[config.mk]
export PLATFORM = sky130hd
export DESIGN_NAME = vsd_div
export DESIGN_NICKNAME = d
export VERILOG_FILES = /design/src/hdl/vsd_pkg.sv /design/src/hdl/vsd_div.sv
export SDC_FILE = /design/constraint.sdc
export NUM_CORES = 2
export LEC_CHECK = 0
export BUFFER_PORTS_ARGS = -buffer_cell sky130_fd_sc_hd__buf_2
export CORE_MARGIN = 4
export CORE_UTILIZATION = 45
export DETAILED_ROUTE_END_ITERATION = 6
export MAX_ROUTING_LAYER = met4
export SLEW_MARGIN = 40
export SYNTH_ARGS = -nofsm -noshare
export SYNTH_HDL_FRONTEND = slang
export SYNTH_SLANG_ARGS = --single-unit
[constraint.sdc]
create_clock -name clk -period 16.5 [get_ports clk]
set_clock_uncertainty 0.2 [all_clocks]
set_input_delay 0.825 -clock clk [delete_from_list [all_inputs] [get_ports clk]]
set_output_delay 0.825 -clock clk [all_outputs]
set_load 0.05 [all_outputs]
[src/hdl/vsd_pkg.sv]
// voxel smoke dissolve: shared types, register indexes and widths
// used by every file of the block; depends on nothing

package vsd_pkg;

  // value format and configuration widths
  localparam int VALUE_BITS    = 24;
  localparam int FRAC_BITS     = 16;
  localparam int SPEED_BITS    = 16;
  localparam int CFG_IDX_BITS  = 4;
  localparam int CFG_DATA_BITS = 16;

  // accept edge to the edge that samples the result strobe
  localparam int LATENCY = VALUE_BITS + 3;

  // configuration register indexes
  typedef enum logic [CFG_IDX_BITS-1:0] {
    REG_SPEED,
    REG_EXP_MODE,
    REG_HEAT_EN,
    REG_COLOUR_EN
  } cfg_reg_t;

  typedef logic        [VALUE_BITS-1:0] val_t;
  typedef logic signed [VALUE_BITS-1:0] sval_t;

  // one voxel request
  typedef struct packed {
    val_t  density_in;
    sval_t heat_in;
    val_t  red_in;
    val_t  green_in;
    val_t  blue_in;
    logic  last_cell;
  } vsd_in_t;

  // one decayed voxel
  typedef struct packed {
    val_t  density_out;
    sval_t heat_out;
    val_t  red_out;
    val_t  green_out;
    val_t  blue_out;
    logic  last_out;
  } vsd_out_t;

endpackage

[src/hdl/vsd_div.sv]
// pipelined multiply then restoring divide: q = floor(a * b / d)
// one quotient bit per stage; caller keeps b <= d so q fits W bits
// depends on vsd_pkg for the default width

module vsd_div #(
  parameter int W = vsd_pkg::VALUE_BITS
) (
  input  logic         clk,
  input  logic [W-1:0] a,
  input  logic [W-1:0] b,
  input  logic [W-1:0] d,
  output logic [W-1:0] q
);

  logic [2*W-1:0] prod_c;
  logic [2*W-1:0] prod_r;
  logic [W-1:0]   dsr_r;

  logic [W-1:0] rem_c [0:W];
  logic [W-1:0] lo_c  [0:W];
  logic [W-1:0] quo_c [0:W];
  logic [W-1:0] dvs_c [0:W];

  // product stage
  assign prod_c = {{W{1'b0}}, a} * {{W{1'b0}}, b};

  always_ff @(posedge clk) begin
    prod_r <= prod_c;
    dsr_r  <= d;
  end

  // upper half seeds the partial remainder, it is already below d
  assign rem_c[0] = prod_r[2*W-1:W];
  assign lo_c[0]  = prod_r[W-1:0];
  assign quo_c[0] = '0;
  assign dvs_c[0] = dsr_r;

  // one trial subtract per stage
  for (genvar k = 0; k < W; k++) begin : g_stage
    logic [W:0]   trial;
    logic [W:0]   diff;
    logic         take;
    logic [W-1:0] rem_r;
    logic [W-1:0] lo_r;
    logic [W-1:0] quo_r;
    logic [W-1:0] dvs_r;

    assign trial = {rem_c[k], lo_c[k][W-1]};
    assign diff  = trial - {1'b0, dvs_c[k]};
    assign take  = (trial >= {1'b0, dvs_c[k]});

    always_ff @(posedge clk) begin
      rem_r <= take ? diff[W-1:0] : trial[W-1:0];
      lo_r  <= {lo_c[k][W-2:0], 1'b0};
      quo_r <= {quo_c[k][W-2:0], take};
      dvs_r <= dvs_c[k];
    end

    assign rem_c[k+1] = rem_r;
    assign lo_c[k+1]  = lo_r;
    assign quo_c[k+1] = quo_r;
    assign dvs_c[k+1] = dvs_r;
  end

  assign q = quo_c[W];

endmodule

# Yosys cells after proc, flatten, opt, wreduce, memory -nomap -nowiden
# Cells that the tools add are included.
[totals]
mem_bits_rw = 0
output_inout_bits = 24
latchBits = 0
romBits = 0
memories = 0
input_bits = 73
wordCells = 166
register_bits = 1752
[op_classes]
n_mux = 23
multipliers = 1
eq_ne = 0
n_shift = 0
magnitude_cmp = 24
n_addsub = 23
reduce_logical = 0
n_bitwise = 0
n_div = 0
[op_table]
columns = ["operator", "count"]
rows = [
  ["$ge 25x24->1", 24],
  ["$mux 24", 23],
  ["$sub 24x24->24", 23],
  ["$mul 24x24->48", 1],
]

# Logic depth before layout (Yosys ltp)
[depth]
word_depth = 2
mapped_depth = 27
ltp_nobuf = 26

# Worst setup path before layout
# Ideal clock, no wire load.
[synth_path]
kind = "input-to-reg"
startpoint = "input port b[3]"
endpoint = "register prod_r[44]"
required_time_ns = 16.228
setup_time_ns = 0.072
stages = 25
slack_ns = 8.784
arrival_time_ns = 7.443
path_buffers = 1
path_cell_list = "clkbuf_1 -> nand2_1 -> fa_1 -> inv_1 -> fa_1 -> inv_1 -> fa_1 -> fa_1 -> inv_1 -> fa_1 -> fa_1 -> inv_1 -> fa_1 -> inv_1 -> ha_1 -> and4_1 -> a21boi_0 -> o21a_1 -> a311o_1 -> o21ai_0 -> o21ai_0 -> a21o_1 -> and4_1 -> a311oi_1 -> xnor2_1"
[synth_between]
elab_chain_len = 1
[synth_lines]
columns = ["item", "line", "text"]
rows = [
  ["from (decl)", "vsd_div.sv:10", "input logic [W-1:0] b,"],
  ["$mul 24x24->48", "vsd_div.sv:25", "assign prod_c = {{W{1'b0}}, a} * {{W{1'b0}}, b};"],
  ["via prod_c[44]", "vsd_div.sv:15", "logic [2*W-1:0] prod_c;"],
  ["to (signal assigned)", "vsd_div.sv:28", "prod_r <= prod_c;"],
  ["to (decl)", "vsd_div.sv:16", "logic [2*W-1:0] prod_r;"],
]
# The timed path passes the listed nets, and every way through them passes these cells.

# Worst setup path in the final report
[layout_path]
startpoint = "input port b[15]"
endpoint = "register prod_r[44]"
# The elaborated chain is that of the path after synthesis.

==> results.cfg <==
[hold_path]
min_path_cells = 0
holdCritPathClass = reg2reg

[cells_and_area]
area_growth_pct = 11.2
drive_gt1_share_pct = 7.72
final_cells = 11900
final_nets = 10500

[synth]
syn_avg_cell_area_sq_um = 9.77
synth_flop_cell = dfxtp_1
syn_area_sq_um = 88000
syn_inst = 9011
synthesis.nets = 10300
yosys_warnings = 0
synth-seq-cells = 1752
synthArstFlopShare_pct = 0
synth_edf_count = 0
synth_cell_types = 78
ys_seq_area_share_pct = 39.8

[worst_setup_path]
reg2regPathDepth = 12
crit_path_end_kind = flip-flop
cp_max_fo = 24
cp.required_ns = 17.02
cpMostUsedCell = fa_1
crit_slowest_cell = fa_1
max_stage_delay_ns = 0.57
critPathArrivalTime_ns = 8.37
crit_type = in2reg
cp-start-kind = primary input

[global_route]
grt_start_max_net_pins = 48
grt_antenna_before_repair = 3
track_usage_pct = 19.6
grt_overflow = 0
grt_pass1_wl_mm = 319
grt_pass1_vias = 61900

[detailed_routing]
final_antenna_net_count = 0
routed_via_density = 5.09
drt_iter0_markers = 3118
vias = 60600
drc = 0
firstDrtPassIters = 6
wirelength_mm = 193
wl_per_cell_microns = 16.2

[clock_tree]
clock_latency_ns = 0.82
path_clk_slew_ns = 0.06
cts_sinks = 1752
cts_tree = yes
cts_setup_buffers = 0
clockBufferDepth = 3
cts_inserted_buffers = 182
ctsRootBufferMaster = clkbuf_16
htree_levels = 4

[sta]
period_needed_ns = 7.85
setup_viol = 0
timing.hold.ws_ns = 0.104
slew_headroom_pct = 41.9
rsz0062_at_grt = no
hold_viol = 0
worst_pin_slew_ns = 0.860
timing.fmax_mhz = 127
fin_setup_tns_ns = 0
drv_slew = 0
finalCritPeriodShare_pct = 47.6

[outcome]
status = complete, no violations

[placement]
gp_congestion = 0.904
place_hpwl_mm = 150
post-place-cells = 11500
port_buffers = 96

[die]
core_sq_um = 195000
io_pins = 97
start_util_pct = 45.2
die_w_microns = 450
core.rowCount = 162
dieArea_sq_um = 203000
die_h_microns = 450

[run]
maxCapViolations = 0
==> logic make-up (layout without fill, tap and decap cells) <==
group | count (synthesis) | in the layout | share of synthesized area (%)
multiplexers | 267 | 267 | 3.37
AO/OA/AOI/OAI | 1762 | 1762 | 12.4
adder cells (fa/ha/maj) | 1255 | 1255 | 22.1
other | 0 | 2 | 0
buffers and inverters | 1491 | 1758 | 6.39
AND/OR/NAND/NOR | 2000 | 2000 | 11.0
flip-flops | 1752 | 1752 | 39.8
XOR/XNOR | 484 | 484 | 4.82
==> through the flow <==
step	cell area [sq um]	utilization, %	worst slack, ns
after floorplan	88000	-	8.78
after global placement	91200	46.8	8.02
after detailed placement	91200	46.8	7.91
after CTS	97800	50.2	8.77
after global routing	97900	50.2	8.32
final	97900	50.2	8.65
==> cell usage after synthesis, drive strengths merged (23+ instances only) <==
| master | number | area share, % |
|---|---|---|
| a211oi | 46 | 0.40 |
| a21boi | 34 | 0.29 |
| a21o | 272 | 2.3 |
| a21oi | 553 | 3.1 |
| a31oi | 57 | 0.41 |
| and2 | 322 | 2.3 |
| and3 | 51 | 0.36 |
| buf | 32 | 0.17 |
| clkbuf | 181 | 0.77 |
| dfxtp | 1752 | 40 |
| fa | 505 | 11 |
| ha | 750 | 11 |
| inv | 1278 | 5.5 |
| mux2 | 238 | 3.0 |
| mux2i | 29 | 0.33 |
| nand2 | 703 | 3.0 |
| nand2b | 74 | 0.53 |
| nand3 | 96 | 0.55 |
| nand4 | 94 | 0.67 |
| nor2 | 377 | 1.6 |
| nor2b | 93 | 0.66 |
| nor3 | 83 | 0.47 |
| o211ai | 23 | 0.20 |
| o21a | 71 | 0.61 |
| o21ai | 449 | 2.6 |
| o21bai | 55 | 0.47 |
| o31ai | 39 | 0.34 |
| or3 | 28 | 0.20 |
| xnor2 | 289 | 2.9 |
| xor2 | 195 | 1.9 |
==> sequential cells by signal (all words and copies together), names as in the netlist <==
| name | count |
|---|---|
| g_stage.quo_r | 276 |
| g_stage.lo_r | 276 |
| dsr_r | 24 |
| g_stage.dvs_r | 552 |
| prod_r | 48 |
| q | 24 |
| g_stage.rem_r | 552 |
==> worst max-delay path, delay by kind of cell <==
kind	cells	cell delay [ns]
fa+ha+maj	8	3.98
compound gates	7	1.98
buf+inv	6	0.74
simple gates	3	0.66
xor+xnor	1	0.15
==> repair_timing <==
| item | in CTS | in global routing |
|---|---|---|
| hold endpoints to repair | 24 | 0 |
| resized for setup | 0 | 0 |
| hold buffers | 24 | 0 |
==> layout make-up <==
| type | count | area [sq um] |
|---|---|---|
| multi-input cells | 5768 | 47400 |
| repair buffers | 142 | 886 |
| flip-flops and latches | 1752 | 35100 |
| inverters | 1278 | 4800 |
| diodes | 2 | 5.00 |
| well taps | 2624 | 3280 |
| clock inverters | 105 | 1440 |
| fillers | 17900 | 96900 |
| clock buffers | 233 | 4980 |
==> cells in the final DEF, fill, tap and decap left out, drive strengths merged, types with 14 or more instances in the layout <==
cell type    synthesis  routed
dlygate4sd3          0      24
a211o               19      19
clkbuf             181     233
o21ai              449     449
a2111oi             19      19
a211oi              46      46
clkinvlp             0      15
and2               322     322
o211ai              23      23
inv               1278    1285
clkinv               0      62
nand4               94      94
or3                 28      28
o31ai               39      39
nor2               377     377
xnor2              289     289
mux2               238     238
mux2i               29      29
a21boi              34      34
or2                 18      18
fa                 505     505
o21a                71      71
a31oi               57      57
o21bai              55      55
nand3               96      96
nor3                83      83
bufinv               0      21
and3                51      51
a21oi              553     553
o31a                14      14
nor4                19      19
nand2b              74      74
nor2b               93      93
nand2              703     703
a21o               272     272
ha                 750     750
buf                 32     118
xor2               195     195
dfxtp             1752    1752
==> metal layers <==
layer  vias to the layer above  track usage (%)  wire length (microns)
met5                         -                -                      0
li1                      30000                -                      -
met4                         0             5.50                   5320
met1                     29200             24.0                  84400
met3                       328             2.62                   7080
met2                      1056             34.0                  96300
==> path summary, 6_finish.rpt <==
check	start	endpoint	slack, ns
max	b[15]	prod_r[44]$_DFF_P_	8.65
min	g_stage[7].quo_r[1]$_DFF_P_	g_stage[8].quo_r[2]$_DFF_P_	0.10
max reg2reg	g_stage[17].dvs_r[1]$_DFF_P_	g_stage[18].rem_r[22]$_DFF_P_	12.16
min reg2reg	g_stage[7].quo_r[1]$_DFF_P_	g_stage[8].quo_r[2]$_DFF_P_	0.10
Power is left out: the tool's default activity adds up to more than one toggle a clock period on the data nets, which glitch-free logic cannot reach.
